`src/rtl/utf8v_pkg.sv`:
```
// Shared types and byte-class constants for the UTF-8 display text validator.
// No dependencies; imported by utf8v_check and the top level.
`timescale 1ns / 1ps
package utf8v_pkg;

    // Byte classes
    localparam logic [7:0] ASCII_LIMIT   = 8'h80;
    localparam logic [7:0] CTRL_LIMIT    = 8'h20;
    localparam logic [7:0] ASCII_DEL     = 8'h7F;
    localparam logic [7:0] LEAD2_LO      = 8'hC2;
    localparam logic [7:0] LEAD2_HI      = 8'hDF;
    localparam logic [7:0] LEAD3_LO      = 8'hE0;
    localparam logic [7:0] LEAD3_HI      = 8'hEF;
    localparam logic [7:0] LEAD4_LO      = 8'hF0;
    localparam logic [7:0] LEAD4_HI      = 8'hF4;
    localparam logic [7:0] CONT_MASK     = 8'hC0;
    localparam logic [7:0] CONT_TAG      = 8'h80;

    // Codepoint limits
    localparam logic [20:0] CP_SURR_LO   = 21'h00D800;
    localparam logic [20:0] CP_SURR_HI   = 21'h00DFFF;
    localparam logic [20:0] CP_C1_LO     = 21'h000080;
    localparam logic [20:0] CP_C1_HI     = 21'h00009F;
    localparam logic [20:0] CP_MAX       = 21'h10FFFF;
    localparam logic [20:0] CP_NONCHAR0  = 21'h00FFFE;
    localparam logic [20:0] CP_NONCHAR1  = 21'h00FFFF;
    localparam logic [20:0] CP_MIN2      = 21'h000080;
    localparam logic [20:0] CP_MIN3      = 21'h000800;
    localparam logic [20:0] CP_MIN4      = 21'h010000;

    localparam int CFG_W = 16;

    // Decode state of one text, apart from the byte count
    typedef struct packed {
        logic        error_seen;
        logic [1:0]  pending;
        logic [20:0] codepoint;
        logic [1:0]  seq_len;
    } text_state_t;

endpackage

```
`src/rtl/utf8_display_text_validator.sv`:
```
// UTF-8 display text validator: one text byte per cycle, one valid flag per text.
// The final byte is registered at the input, and its result in the result register.
// Throughput: one byte per cycle, set by the single decode pass between the
// input register and the result register; a held result stalls only a final byte.
// Reset (rst_n, async low) clears all text state and loads max_length = 64.
// Depends on utf8v_pkg and utf8v_check.
`timescale 1ns / 1ps
module utf8_display_text_validator
    import utf8v_pkg::*;
#(
    parameter int LENGTH_BITS = 16
)
(
    input  logic              clk,
    input  logic              rst_n,
    input  logic              s_axis_tvalid,
    output logic              s_axis_tready,
    input  logic [7:0]        s_axis_tdata,   // [7:0] text_byte
    input  logic              s_axis_tlast,   // final_byte
    output logic              m_axis_tvalid,
    input  logic              m_axis_tready,
    output logic [7:0]        m_axis_tdata,   // [0] text_valid, [7:1] zero
    input  logic              cfg_valid,
    output logic              cfg_ready,
    input  logic [CFG_W-1:0]  cfg_data        // max_length
);

    localparam int MASK_BITS = (LENGTH_BITS < CFG_W) ? LENGTH_BITS : CFG_W;
    localparam logic [CFG_W-1:0] LEN_MASK  = CFG_W'((33'd1 << MASK_BITS) - 33'd1);
    localparam logic [CFG_W-1:0] LEN_RESET = CFG_W'(64) & LEN_MASK;

    logic              in_valid_reg;
    logic [7:0]        in_byte_reg;
    logic              in_last_reg;
    logic              out_valid_reg;
    logic              out_ok_reg;
    logic [CFG_W-1:0]  max_len_reg;
    logic              advance;
    logic              text_ok;

    // a final byte waits only while the previous result is still held
    assign advance       = in_valid_reg && (!in_last_reg || !out_valid_reg || m_axis_tready);
    assign s_axis_tready = !in_valid_reg || advance;
    assign cfg_ready     = 1'b1;
    assign m_axis_tvalid = out_valid_reg;
    assign m_axis_tdata  = {7'd0, out_ok_reg};

    always_ff @(posedge clk or negedge rst_n)
    begin
        if (!rst_n)
            max_len_reg <= LEN_RESET;
        else if (cfg_valid)
            max_len_reg <= cfg_data & LEN_MASK;
    end

    always_ff @(posedge clk or negedge rst_n)
    begin
        if (!rst_n)
            in_valid_reg <= 1'b0;
        else if (s_axis_tready)
            in_valid_reg <= s_axis_tvalid;
    end

    always_ff @(posedge clk)
    begin
        if (s_axis_tready && s_axis_tvalid)
        begin
            in_byte_reg <= s_axis_tdata;
            in_last_reg <= s_axis_tlast;
        end
    end

    always_ff @(posedge clk or negedge rst_n)
    begin
        if (!rst_n)
            out_valid_reg <= 1'b0;
        else if (advance && in_last_reg)
            out_valid_reg <= 1'b1;
        else if (m_axis_tready)
            out_valid_reg <= 1'b0;
    end

    always_ff @(posedge clk)
    begin
        if (advance && in_last_reg)
            out_ok_reg <= text_ok;
    end

    utf8v_check #(
        .LENGTH_BITS (LENGTH_BITS)
    ) u_check (
        .clk        (clk),
        .rst_n      (rst_n),
        .advance    (advance),
        .text_byte  (in_byte_reg),
        .final_byte (in_last_reg),
        .max_len    (max_len_reg),
        .text_ok    (text_ok)
    );

    a_no_result_overwrite: assert property (@(posedge clk) disable iff (!rst_n)
        out_valid_reg && !m_axis_tready && in_valid_reg && in_last_reg |-> !advance)
        else $error("final byte advanced over a held result");

    a_result_on_final: assert property (@(posedge clk) disable iff (!rst_n)
        advance && in_last_reg |=> out_valid_reg)
        else $error("final byte produced no result");

    a_mask_applied: assert property (@(posedge clk) disable iff (!rst_n)
        (max_len_reg & ~LEN_MASK) == '0)
        else $error("max length holds bits beyond the length width");

endmodule

```
`src/rtl/utf8v_check.sv`:
```
// Per-text decode state and the single-pass byte check.
// Depends on utf8v_pkg; instantiated by utf8_display_text_validator.
`timescale 1ns / 1ps
module utf8v_check
    import utf8v_pkg::*;
#(
    parameter int LENGTH_BITS = 16
)
(
    input  logic              clk,
    input  logic              rst_n,
    input  logic              advance,
    input  logic [7:0]        text_byte,
    input  logic              final_byte,
    input  logic [CFG_W-1:0]  max_len,
    output logic              text_ok
);

    localparam int CNT_W = LENGTH_BITS + 1;
    localparam int CMP_W = (CNT_W > CFG_W) ? CNT_W : CFG_W;

    text_state_t            state_reg;
    text_state_t            state_next;
    text_state_t            decoded;
    logic [CNT_W-1:0]       count_reg;
    logic [CNT_W-1:0]       count_next;
    logic [CNT_W-1:0]       count_inc;
    logic [20:0]            cp_shift;
    logic                   cp_bad;

    assign count_inc = (&count_reg) ? count_reg : count_reg + CNT_W'(1);
    assign cp_shift  = {state_reg.codepoint[14:0], text_byte[5:0]};

    // Range and overlong checks on the completed codepoint
    always_comb
    begin
        cp_bad = 1'b0;
        if ((cp_shift >= CP_SURR_LO && cp_shift <= CP_SURR_HI) ||
            (cp_shift >= CP_C1_LO && cp_shift <= CP_C1_HI) ||
            cp_shift > CP_MAX || cp_shift == CP_NONCHAR0 || cp_shift == CP_NONCHAR1)
            cp_bad = 1'b1;
        if (cp_shift < CP_MIN2 ||
            (cp_shift < CP_MIN3 && state_reg.seq_len >= 2'd2) ||
            (cp_shift < CP_MIN4 && state_reg.seq_len == 2'd3))
            cp_bad = 1'b1;
    end

    always_comb
    begin
        decoded = state_reg;
        if (state_reg.pending == 2'd0)
        begin
            if (text_byte < ASCII_LIMIT)
            begin
                if (text_byte < CTRL_LIMIT || text_byte == ASCII_DEL)
                    decoded.error_seen = 1'b1;
            end
            else if (text_byte >= LEAD2_LO && text_byte <= LEAD2_HI)
            begin
                decoded.codepoint = {16'd0, text_byte[4:0]};
                decoded.seq_len   = 2'd1;
                decoded.pending   = 2'd1;
            end
            else if (text_byte >= LEAD3_LO && text_byte <= LEAD3_HI)
            begin
                decoded.codepoint = {17'd0, text_byte[3:0]};
                decoded.seq_len   = 2'd2;
                decoded.pending   = 2'd2;
            end
            else if (text_byte >= LEAD4_LO && text_byte <= LEAD4_HI)
            begin
                decoded.codepoint = {18'd0, text_byte[2:0]};
                decoded.seq_len   = 2'd3;
                decoded.pending   = 2'd3;
            end
            else
                decoded.error_seen = 1'b1;
        end
        else if ((text_byte & CONT_MASK) != CONT_TAG)
        begin
            // drop the broken sequence
            decoded.error_seen = 1'b1;
            decoded.pending    = 2'd0;
            decoded.codepoint  = 21'd0;
            decoded.seq_len    = 2'd0;
        end
        else
        begin
            decoded.codepoint = cp_shift;
            decoded.pending   = state_reg.pending - 2'd1;
            if (state_reg.pending == 2'd1 && cp_bad)
                decoded.error_seen = 1'b1;
        end
    end

    assign text_ok = !decoded.error_seen && decoded.pending == 2'd0 &&
                     CMP_W'(count_inc) <= CMP_W'(max_len);

    always_comb
    begin
        state_next = decoded;
        count_next = count_inc;
        if (final_byte)
        begin
            state_next = '0;
            count_next = '0;
        end
    end

    always_ff @(posedge clk or negedge rst_n)
    begin
        if (!rst_n)
        begin
            state_reg <= '0;
            count_reg <= '0;
        end
        else if (advance)
        begin
            state_reg <= state_next;
            count_reg <= count_next;
        end
    end

    a_clear_after_final: assert property (@(posedge clk) disable iff (!rst_n)
        advance && final_byte |=> state_reg == '0 && count_reg == '0)
        else $error("text state not cleared after final byte");

    a_pending_bounded: assert property (@(posedge clk) disable iff (!rst_n)
        state_reg.pending <= state_reg.seq_len)
        else $error("pending continuations exceed sequence length");

    a_count_saturates: assert property (@(posedge clk) disable iff (!rst_n)
        advance && !final_byte && (&count_reg) |=> (&count_reg))
        else $error("byte count wrapped");

endmodule

```
`config.mk`:
```
export PLATFORM = sky130hd
export DESIGN_NAME = utf8_display_text_validator
export DESIGN_NICKNAME = d
export VERILOG_FILES = /design/src/rtl/utf8v_pkg.sv /design/src/rtl/utf8_display_text_validator.sv /design/src/rtl/utf8v_check.sv
export SDC_FILE = /design/constraint.sdc
export NUM_CORES = 1
export LEC_CHECK = 0
export BUFFER_PORTS_ARGS = -buffer_cell sky130_fd_sc_hd__buf_2
export CORE_ASPECT_RATIO = 0.6
export CORE_MARGIN = 1
export CORE_UTILIZATION = 64
export DETAILED_ROUTE_END_ITERATION = 7
export PLACE_DENSITY_LB_ADDON = 0.08
export SKIP_CTS_REPAIR_TIMING = 1
export SLEW_MARGIN = 10
export SYNTH_ARGS = -nofsm -noshare
export SYNTH_HDL_FRONTEND = slang
export SYNTH_SLANG_ARGS = --single-unit
```
`constraint.sdc`:
```
create_clock -name clk -period 8.35 [get_ports clk]
set_clock_uncertainty 0.1 [all_clocks]
set_input_delay 0.4175 -clock clk [delete_from_list [all_inputs] [get_ports clk]]
set_output_delay 0.4175 -clock clk [all_outputs]
set_load 0.05 [all_outputs]
```
==> flow_metrics.py, run 1 <==
metrics = {
    "cells_and_area": {
        "largest_reg_flops": 17,
        "final_common_cell": "nand2_1",
        "postLayoutCoreUtil_pct": 74.05,
        "n_fill_cell": 423,
        "diodes": 0,
        "drive_gt1_share_pct": 13.99,
        "layout_common_cells": "57 x nand2_1, 54 x dfrtp_1, 51 x o21ai_0",
        "nNetsFinal": 480,
        "area_delta_synth_final_pct": 9.843,
    },
    "yosys": {
        "synth_cells": 408,
        "synth-compound-area-share_pct": 19.88,
        "synthAdderAreaFrac_pct": 6.213,
        "yosysSeqAreaShare_pct": 43.85,
        "synthSimpleGateAreaFrac_pct": 18.44,
        "synth_top_family_by_area": "compound AO/OA/AOI/OAI gates",
        "syn-cell-area_um2": 3826,
        "synthMuxAreaShare_pct": 1.472,
        "yosysUniqueCellTypes": 60,
        "ys.flop_type": "dfrtp_1",
        "synth-edff-count": 10,
        "postSynthAreaPerCell_um2": 9.378,
        "synth_async_sr_flop_share_pct": 84.62,
        "synth_xor_xnor_area_share_pct": 3.663,
        "synth-warning-count": 0,
        "yosys_register_bits": 65,
    },
    "job": {
        "drv_cap": 0,
    },
    "worst_setup_path": {
        "slowest_stage": "nor4_4",
        "critPathMaxFanout": 9,
        "path_cells": "ha_1 -> nand2_1 -> nor4_4 -> nand4_1 -> xnor2_1 -> ha_1 -> a211oi_1 -> o211ai_1 -> a211oi_1 -> a211oi_1 -> nor4_1",
        "crit_top_cell": "a211oi_1",
        "critPathBufInv": 0,
        "max_stage_delay_ns": 0.56,
        "worstPathArrival_ns": 3.75,
        "reg2reg_slack_ns": 4.66,
        "worstPathRequired_ns": 8.40,
        "critPathKind": "flop to flop",
        "crit_family": "simple AND/OR/NAND/NOR gates",
        "cp-end-kind": "flop",
        "start_kind": "flop",
    },
    "status": {
        "status": "complete, no violations",
    },
    "detailed_routing": {
        "drc_errors": 0,
        "dr.pass1.iters": 5,
        "viasPerCell": 6.068,
        "antenna_left": 0,
        "avgRoutedWirePerCell_um": 16.71,
        "drt_iter0_drc": 294,
        "routed_wl_um": 8623,
        "vias": 3131,
    },
    "clock_network": {
        "clockRootBuffer": "clkbuf_8",
        "clkSlewWorstSetupHoldPaths_ns": 0.07,
        "cts_tree": "yes",
        "htreeDepth": 3,
        "clk_path_buf_depth": 2,
        "cts_buffers": 9,
        "clock_latency_ns": 0.35,
        "cts.sinks": 65,
    },
    "global_routing": {
        "grt_pass1_vias": 2686,
        "grt_overflow_total": 0,
        "grt_max_degree": 56,
        "grtUsageTotal_pct": 30.12,
        "grt_pass1_wl_um": 13830,
        "antenna_found_initial": 0,
    },
    "floorplanning": {
        "rows": 21,
        "die-area_um2": 6302,
        "io_pins": 41,
        "floorplan.initialDensity_pct": 67.42,
        "core_region_area_um2": 5675,
        "die_x_um": 101.8,
        "die_h_um": 61.89,
    },
    "timing": {
        "tightest_slew_ns": 0.9174,
        "report.final.slew_viol_count": 0,
        "setup_viol": 0,
        "min_period_over_period_pct": 44.24,
        "rsz0062_at_grt": "no",
        "fmax_ghz": 0.2707,
        "hold_viol_final": 0,
        "post-route-min-period_ns": 3.694,
        "setup-tns-final_ns": 0,
        "slew_headroom_pct": 38.84,
    },
    "place": {
        "io_buffers": 32,
        "place_hpwl_um": 6187,
        "gp_congestion": 0.9619,
    },
    "worst_hold_path": {
        "hold_path.class": "input pin to async pin",
    },
    "power": {
        "leakage_nw": 1.949,
        "p_total_mw": 0.8154,
        "ir_drop_mv": 0.1204,
        "p_per_area_nw_per_um2": 194.0,
    },
}
==> power breakdown <==
group	total (mW)	switching (mW)	internal (mW)	leakage (nW)
clock network	0.307	0.124	0.183	0.115
registers	0.370	0.0231	0.347	0.822
logic	0.138	0.0872	0.0512	1.01
==> path summary, 6_finish.rpt <==
check / start / end / depth (start not counted)
max in group asynchronous: rst_n / u_check.count_reg[1]$_DFFE_PN0P_ / 2
min: rst_n / max_len_reg[11]$_DFFE_PN0P_ / 2
max reg2reg: u_check.count_reg[0]$_DFFE_PN0P_ / out_ok_reg$_DFFE_PP_ / 11
min reg2reg: u_check.cp_shift[19]$_DFFE_PN0P_ / u_check.cp_shift[19]$_DFFE_PN0P_ / 2
min in group clk: s_axis_tlast / in_last_reg$_DFFE_PP_ / 1
max: u_check.count_reg[0]$_DFFE_PN0P_ / out_ok_reg$_DFFE_PP_ / 11
==> per-layer routing <==
layer / global-route usage [%] / vias up / share of wire [%]
met4: 10.20 / 0 / 1.3
met5: 0 / - / 0
met3: 6.935 / 11 / 9.8
li1: - / 1492 / -
met2: 38.71 / 166 / 38
met1: 48.35 / 1462 / 51
==> stage by stage <==
| step | instances | worst slack (ns) | instance area (um2) | hold WS (ns) |
|---|---|---|---|---|
| 2_1_floorplan | 414 | 5.432 | 3849 | 0.02191 |
| 3_3_place_gp | 500 | 5.124 | 3974 | 0.3681 |
| 3_5_place_dp | 500 | 4.891 | 3974 | 0.3744 |
| 4_1_cts | 516 | 4.764 | 4203 | 0.1306 |
| 5_1_grt | 516 | 4.473 | 4203 | 0.1337 |
| 6_report | 516 | 4.656 | 4203 | 0.1035 |
==> logic make-up (layout without fill, tap and decap cells) <==
logic type               count (synthesis)  after routing
flip-flops                              65             65
adder cells (fa/ha/maj)                 19             19
multiplexers                             5              5
AND/OR/NAND/NOR                        135            135
XOR/XNOR                                16             16
AO/OA/AOI/OAI                          113            113
buffers and inverters                   53             75
other                                    2              8
==> area by class of cell <==
type | count | area, um2 | area share [%]
multi-input combinational | 296 | 1931 | 45.94
sequential | 65 | 1678 | 39.92
timing repair buffer | 33 | 167.7 | 3.989
clock buffer | 11 | 151.4 | 3.602
tap | 80 | 100.1 | 2.382
inverter | 26 | 97.59 | 2.322
clock inverter | 5 | 77.57 | 1.846
==> worst reg2reg max path: cells and delay by family, from the launching register on <==
| family | cells | cell delay, ns |
|---|---|---|
| AOI/OAI and AO/OA | 4 | 0.97 |
| xor gates and xnor gates | 1 | 0.25 |
| adders and majority gates | 2 | 0.53 |
| DFF | 1 | 0.44 |
| and+or+nand+nor | 4 | 1.22 |
==> cells in the mapped netlist, types with 2 or more instances <==
cell type / count / area, um2
xor2_1: 5 / 43.79
o21ai_0: 51 / 255.2
o31ai_1: 5 / 37.54
mux2i_1: 3 / 30.03
nand2_1: 57 / 214.0
or4_1: 2 / 15.01
nor2_1: 17 / 63.81
a31oi_1: 4 / 25.02
edfxtp_1: 10 / 300.3
and3_1: 5 / 31.28
nand4_1: 7 / 43.79
and2_1: 8 / 50.05
a41oi_1: 2 / 17.52
nand4b_1: 2 / 17.52
a211oi_1: 4 / 30.03
a2111oi_2: 2 / 30.03
dfrtp_1: 54 / 1351
clkbuf_1: 11 / 41.29
nor4_1: 6 / 37.54
o31ai_4: 2 / 42.54
a21oi_1: 13 / 65.06
and4_1: 4 / 35.03
nand3_1: 9 / 45.04
a22o_1: 9 / 78.83
nor3b_1: 2 / 15.01
nor2b_1: 3 / 18.77
conb_1: 2 / 7.510
a22oi_1: 2 / 15.01
inv_1: 26 / 97.59
a211o_1: 2 / 17.52
o311a_1: 2 / 20.02
buf_2: 5 / 25.02
ha_1: 19 / 237.7
xnor2_1: 11 / 96.34
a21o_1: 5 / 37.54
nor3_1: 3 / 15.01
buf_4: 9 / 67.56
o211ai_1: 3 / 22.52
Power figures use the tool's default switching activity.
==> run 2: changes to the inputs <==
--- a/config.mk
+++ b/config.mk
@@ -8,7 +8,7 @@
 export BUFFER_PORTS_ARGS = -buffer_cell sky130_fd_sc_hd__buf_2
 export CORE_ASPECT_RATIO = 0.6
 export CORE_MARGIN = 1
-export CORE_UTILIZATION = 64
+export CORE_UTILIZATION = 53
 export DETAILED_ROUTE_END_ITERATION = 7
 export PLACE_DENSITY_LB_ADDON = 0.08
 export SKIP_CTS_REPAIR_TIMING = 1
==> constraint.sdc (replaced) <==
create_clock -name clk -period 3 [get_ports clk]
set_clock_uncertainty 0.1 [all_clocks]
set_input_delay 0.15 -clock clk [delete_from_list [all_inputs] [get_ports clk]]
set_output_delay 0.15 -clock clk [all_outputs]
set_load 0.05 [all_outputs]
==> run 2 against run 1 <==
Effect of this change: the run now ends with DRC, setup timing left; global-route usage decreased by 2.3 points; total power increased to 3.1 times the previous value; register-to-register slack got worse by 4.7 ns; sequential power increased to 2.8 times the previous value; worst hold slack improved by 0.074 ns; wire length increased by 23%; fmax increased by 21%; critical endpoint unchanged; combinational power increased to 3.5 times the previous value; sequential share of layout area decreased by 6.4 points; die area increased by 20%; critical path type unchanged.
==> flow_metrics.py, run 2 (same netlist as run 1, synthesis figures left out) <==
metrics = {
    "worst_setup_path": {
        "worstPathArrival_ns": 3.03,
        "start_kind": "flop",
        "reg2reg_slack_ns": -0.05,
        "cp-end-kind": "flop",
        "critPathKind": "flop to flop",
        "critPathMaxFanout": 5,
        "worstPathRequired_ns": 2.98,
    },
    "cells_and_area": {
        "diodes": 0,
        "area_delta_synth_final_pct": 30.67,
        "layout_common_cells": "56 x nand2_1, 54 x dfrtp_1, 50 x o21ai_0",
        "nNetsFinal": 549,
        "drive_gt1_share_pct": 23.46,
        "multiInputGateArea_um2": 2082,
        "final_common_cell": "nand2_1",
        "regArea_um2": 1678,
        "largest_reg_flops": 17,
        "fin_area_um2": 5000,
        "n_fill_cell": 506,
    },
    "clock_network": {
        "cts_tree": "yes",
        "clock_latency_ns": 0.33,
        "clk_path_buf_depth": 2,
        "htreeDepth": 3,
        "cts.sinks": 65,
        "cts_buffers": 9,
        "clkSlewWorstSetupHoldPaths_ns": 0.05,
        "clockRootBuffer": "clkbuf_16",
    },
    "timing": {
        "slew_headroom_pct": 38.02,
        "report.final.slew_viol_count": 0,
        "fmax_ghz": 0.3278,
        "min_period_over_period_pct": 101.7,
        "hold_viol_final": 0,
        "tightest_slew_ns": 0.9297,
        "setup-tns-final_ns": -0.05111,
        "post-route-min-period_ns": 3.051,
        "layout_setup_ws_ns": -0.05111,
        "setup_viol": 1,
        "rsz0062_at_grt": "yes",
        "timing.hold.ws_ns": 0.1773,
    },
    "detailed_routing": {
        "viasPerCell": 5.844,
        "drt_iter0_drc": 279,
        "antenna_left": 0,
        "avgRoutedWirePerCell_um": 17.92,
        "dr.pass1.iters": 7,
        "drc_errors": 2,
        "vias": 3448,
        "routed_wl_um": 10570,
    },
    "worst_hold_path": {
        "hold_path.class": "input pin to flop",
    },
    "power": {
        "leakage_nw": 2.349,
        "p_total_mw": 2.491,
        "ir_drop_mv": 0.3158,
        "p_per_area_nw_per_um2": 498.2,
    },
    "floorplanning": {
        "rows": 23,
        "die-area_um2": 7574,
        "io_pins": 41,
        "core_region_area_um2": 6820,
        "die_h_um": 67.82,
        "floorplan.initialDensity_pct": 56.10,
        "die_x_um": 111.7,
    },
    "job": {
        "drv_cap": 0,
    },
    "status": {
        "violations": "DRC, setup timing",
        "status": "finished with violations",
    },
    "place": {
        "gp_congestion": 0.9239,
        "place_hpwl_um": 7238,
        "io_buffers": 32,
        "place_area_um2": 4223,
    },
    "global_routing": {
        "grtUsageTotal_pct": 27.80,
        "grt_max_degree": 32,
        "grt_overflow_total": 0,
        "grt_pass1_vias": 3073,
        "grt_pass1_wl_um": 15770,
        "antenna_found_initial": 0,
    },
}
## run 2: where the power goes
| group | switching [mW] | internal (mW) | leakage, nW |
|---|---|---|---|
| clock network | 0.356 | 0.618 | 0.135 |
| logic | 0.285 | 0.202 | 1.39 |
| registers | 0.0638 | 0.967 | 0.822 |
| total | 0.705 | 1.79 | 2.35 |
## run 2: final timing paths
kind / start / to / depth (start not counted)
worst max-delay path: u_check.count_reg[2]$_DFFE_PN0P_ / out_ok_reg$_DFFE_PP_ / 11
worst min-delay path: cfg_valid / max_len_reg[6]$_DFFE_PN1P_ / 3
worst max register to register: u_check.count_reg[2]$_DFFE_PN0P_ / out_ok_reg$_DFFE_PP_ / 11
worst min register to register: u_check.cp_shift[19]$_DFFE_PN0P_ / u_check.cp_shift[19]$_DFFE_PN0P_ / 2
max in group asynchronous: rst_n / max_len_reg[6]$_DFFE_PN1P_ / 3
min in group asynchronous: rst_n / max_len_reg[15]$_DFFE_PN0P_ / 2
## run 2: layout make-up
class | count | share of cell area (%)
timing repair buffer | 102 | 15.19
clock buffer | 14 | 5.480
sequential | 65 | 33.56
inverter | 26 | 1.952
multi-input combinational | 296 | 41.64
tap | 87 | 2.177
## run 2: stage by stage
step / cells / setup slack [ns] / utilization [%]
2_1_floorplan: 414 / 0.08167 / -
3_3_place_gp: 539 / -0.1018 / 61.92
3_5_place_dp: 539 / -0.1871 / 61.92
4_1_cts: 553 / -0.2090 / 65.93
5_1_grt: 590 / -0.1235 / 73.31
6_report: 590 / -0.05111 / 73.31
## run 2: critical path, cell delays in order (launching register included)
cell,delay (ns)
dfrtp_1,0.49
nand3_1,0.37
nor2_2,0.25
o311a_1,0.23
nand2_1,0.09
xnor2_1,0.26
ha_1,0.29
and4_1,0.18
nand4_1,0.12
mux2i_1,0.10
a211oi_2,0.25
nor4_1,0.07
## run 2: per-layer routing
metal | GRT usage [%] | vias to the layer above | wire, um
li1 | - | 1638 | -
met1 | 41.55 | 1610 | 5061
met2 | 38.12 | 174 | 4358
met3 | 6.997 | 26 | 955
met4 | 10.98 | 0 | 197
met5 | 0 | - | 0
==> run 3: changes to the inputs <==
--- a/config.mk
+++ b/config.mk
@@ -5,11 +5,11 @@
 export SDC_FILE = /design/constraint.sdc
 export NUM_CORES = 1
 export LEC_CHECK = 0
-export BUFFER_PORTS_ARGS = -buffer_cell sky130_fd_sc_hd__buf_2
 export CORE_ASPECT_RATIO = 0.6
 export CORE_MARGIN = 1
-export CORE_UTILIZATION = 53
+export CORE_UTILIZATION = 58
 export DETAILED_ROUTE_END_ITERATION = 7
+export DONT_BUFFER_PORTS = 1
 export PLACE_DENSITY_LB_ADDON = 0.08
 export SKIP_CTS_REPAIR_TIMING = 1
 export SLEW_MARGIN = 10
==> run 3 against run 2 <==
Effect of this change: the run now ends clean; utilization grew 3.9 points; total power shrank 9.9%; worst hold slack lost 0.038 ns; critical path depth grew 1; critical endpoint unchanged; largest power group unchanged.
==> flow_metrics.py, run 3 (same netlist as run 1, synthesis figures left out) <==
metrics = {
    "status": {
        "status": "complete, no violations",
    },
    "power": {
        "p_total_mw": 2.244,
        "p_per_area_nw_per_um2": 464.9,
        "ir_drop_mv": 0.4521,
        "leakage_nw": 2.215,
    },
    "place": {
        "place_hpwl_um": 6576,
        "dp_cells": 512,
        "gp_congestion": 0.8864,
        "io_buffers": 0,
        "post-place-ws_ns": -0.1133,
    },
    "timing": {
        "post-route-min-period_ns": 2.993,
        "setup-tns-final_ns": 0,
        "slew_headroom_pct": 39.14,
        "min_period_over_period_pct": 99.76,
        "tightest_slew_ns": 0.9100,
        "report.final.slew_viol_count": 0,
        "hold_viol_final": 0,
        "fmax_ghz": 0.3341,
        "layout_setup_ws_ns": 0.007116,
        "setup_viol": 0,
    },
    "clock_network": {
        "htreeDepth": 3,
        "cts.sinks": 65,
        "clock_latency_ns": 0.35,
        "cts_buffers": 9,
        "cts_tree": "yes",
        "clk_path_buf_depth": 2,
        "clockRootBuffer": "clkbuf_8",
        "clkSlewWorstSetupHoldPaths_ns": 0.07,
    },
    "detailed_routing": {
        "wl_met1_um": 4852,
        "route.met2.wl_um": 4018,
        "dr.max_layer_used": "met4",
        "drc_errors": 0,
        "avgRoutedWirePerCell_um": 17.34,
        "vias": 3367,
        "viasPerCell": 5.949,
        "routed_wl_um": 9817,
        "dr.pass1.iters": 5,
        "antenna_left": 0,
        "dr_wl_met3_um": 823,
        "drt_iter0_drc": 316,
    },
    "worst_setup_path": {
        "critPathMaxFanout": 2,
        "cp-end-kind": "flop",
        "r2r-end": "out_ok_reg$_DFFE_PP_",
        "worstPathRequired_ns": 3.07,
        "rr_worst_depth": 12,
        "crit_path_end": "out_ok_reg$_DFFE_PP_",
        "critPathKind": "flop to flop",
        "reg2reg_slack_ns": 0.007,
        "startpoint": "u_check.count_reg[1]$_DFFE_PN0P_",
        "timing.rr.start": "u_check.count_reg[1]$_DFFE_PN0P_",
        "worstPathArrival_ns": 3.06,
        "start_kind": "flop",
    },
    "floorplanning": {
        "core_region_area_um2": 6248,
        "die_h_um": 64.92,
        "die-area_um2": 6936,
        "die_x_um": 106.9,
        "io_pins": 41,
        "floorplan.initialDensity_pct": 61.23,
        "rows": 22,
    },
    "global_routing": {
        "antenna_found_initial": 0,
        "grt_pass1_wl_um": 14920,
        "grtUsageTotal_pct": 28.58,
        "grt_overflow_total": 0,
        "grt_max_degree": 56,
        "grt_pass1_vias": 2988,
    },
    "cells_and_area": {
        "diodes": 0,
        "largest_reg_flops": 17,
        "area_delta_synth_final_pct": 26.16,
        "nNetsFinal": 526,
        "drive_gt1_share_pct": 20.54,
        "finalNonFillerCells": 566,
        "final_common_cell": "nand2_1",
        "layout_common_cells": "55 x nand2_1, 54 x dfrtp_1, 50 x o21ai_0",
    },
    "job": {
        "drv_cap": 0,
    },
    "worst_hold_path": {
        "hold_path.class": "input pin to flop",
    },
}
-- run 3: report_power, final --
group	total, mW	internal, mW	leakage, nW	switching [mW]
sequential	1.03	0.965	0.822	0.0692
combinational	0.451	0.191	1.29	0.260
clock	0.760	0.427	0.103	0.332
total	2.24	1.58	2.21	0.662
-- run 3: final cells by class --
class / instances / area, um2
Multi-Input combinational cell: 296 / 2054
Sequential cell: 65 / 1678
Fill cell: 405 / 1421
Timing Repair Buffer: 79 / 693.2
Clock buffer: 13 / 158.9
Tap cell: 84 / 105.1
Inverter: 26 / 97.59
Clock inverter: 3 / 40.04
-- run 3: worst min path at each step --
stage                        startpoint                                to  cells past startpoint
after floorplan                   rst_n          in_valid_reg$_DFFE_PN0N_                      0
after global placement            rst_n       max_len_reg[11]$_DFFE_PN0P_                      0
after detailed placement          rst_n       max_len_reg[11]$_DFFE_PN0P_                      0
after CTS                         rst_n  u_check.cp_shift[12]$_DFFE_PN0P_                      0
after global routing      m_axis_tready          in_valid_reg$_DFFE_PN0N_                      3
final                     m_axis_tready          in_valid_reg$_DFFE_PN0N_                      3
-- run 3: per-stage QoR --
step / util, % / cell area [um2] / hold WS, ns
final: 77.25 / 4827 / 0.1395
after global routing: 77.25 / 4827 / 0.1607
after CTS: 69.10 / 4318 / -0.6189
after detailed placement: 65.92 / 4119 / -0.2444
after global placement: 65.92 / 4119 / -0.2444
after floorplan: - / 3849 / -0.2456
-- run 3: worst max-delay path: stages (launching register included) --
cell and delay [ns]:
dfrtp_1 0.38, ha_2 0.21, nand2_2 0.08, nor4_4 0.31, buf_4 0.19, nand4_1 0.13, xnor2_1 0.16, ha_1 0.30
a211oi_2 0.27, o211ai_1 0.19, a211oi_2 0.21, a211oi_2 0.10, nor4_1 0.17
-- run 3: per-layer routing --
metal	global-route usage [%]	up-vias
met2	36.13	164
met3	8.149	15
met5	0	-
met1	46.46	1605
li1	-	1583
met4	6.336	0
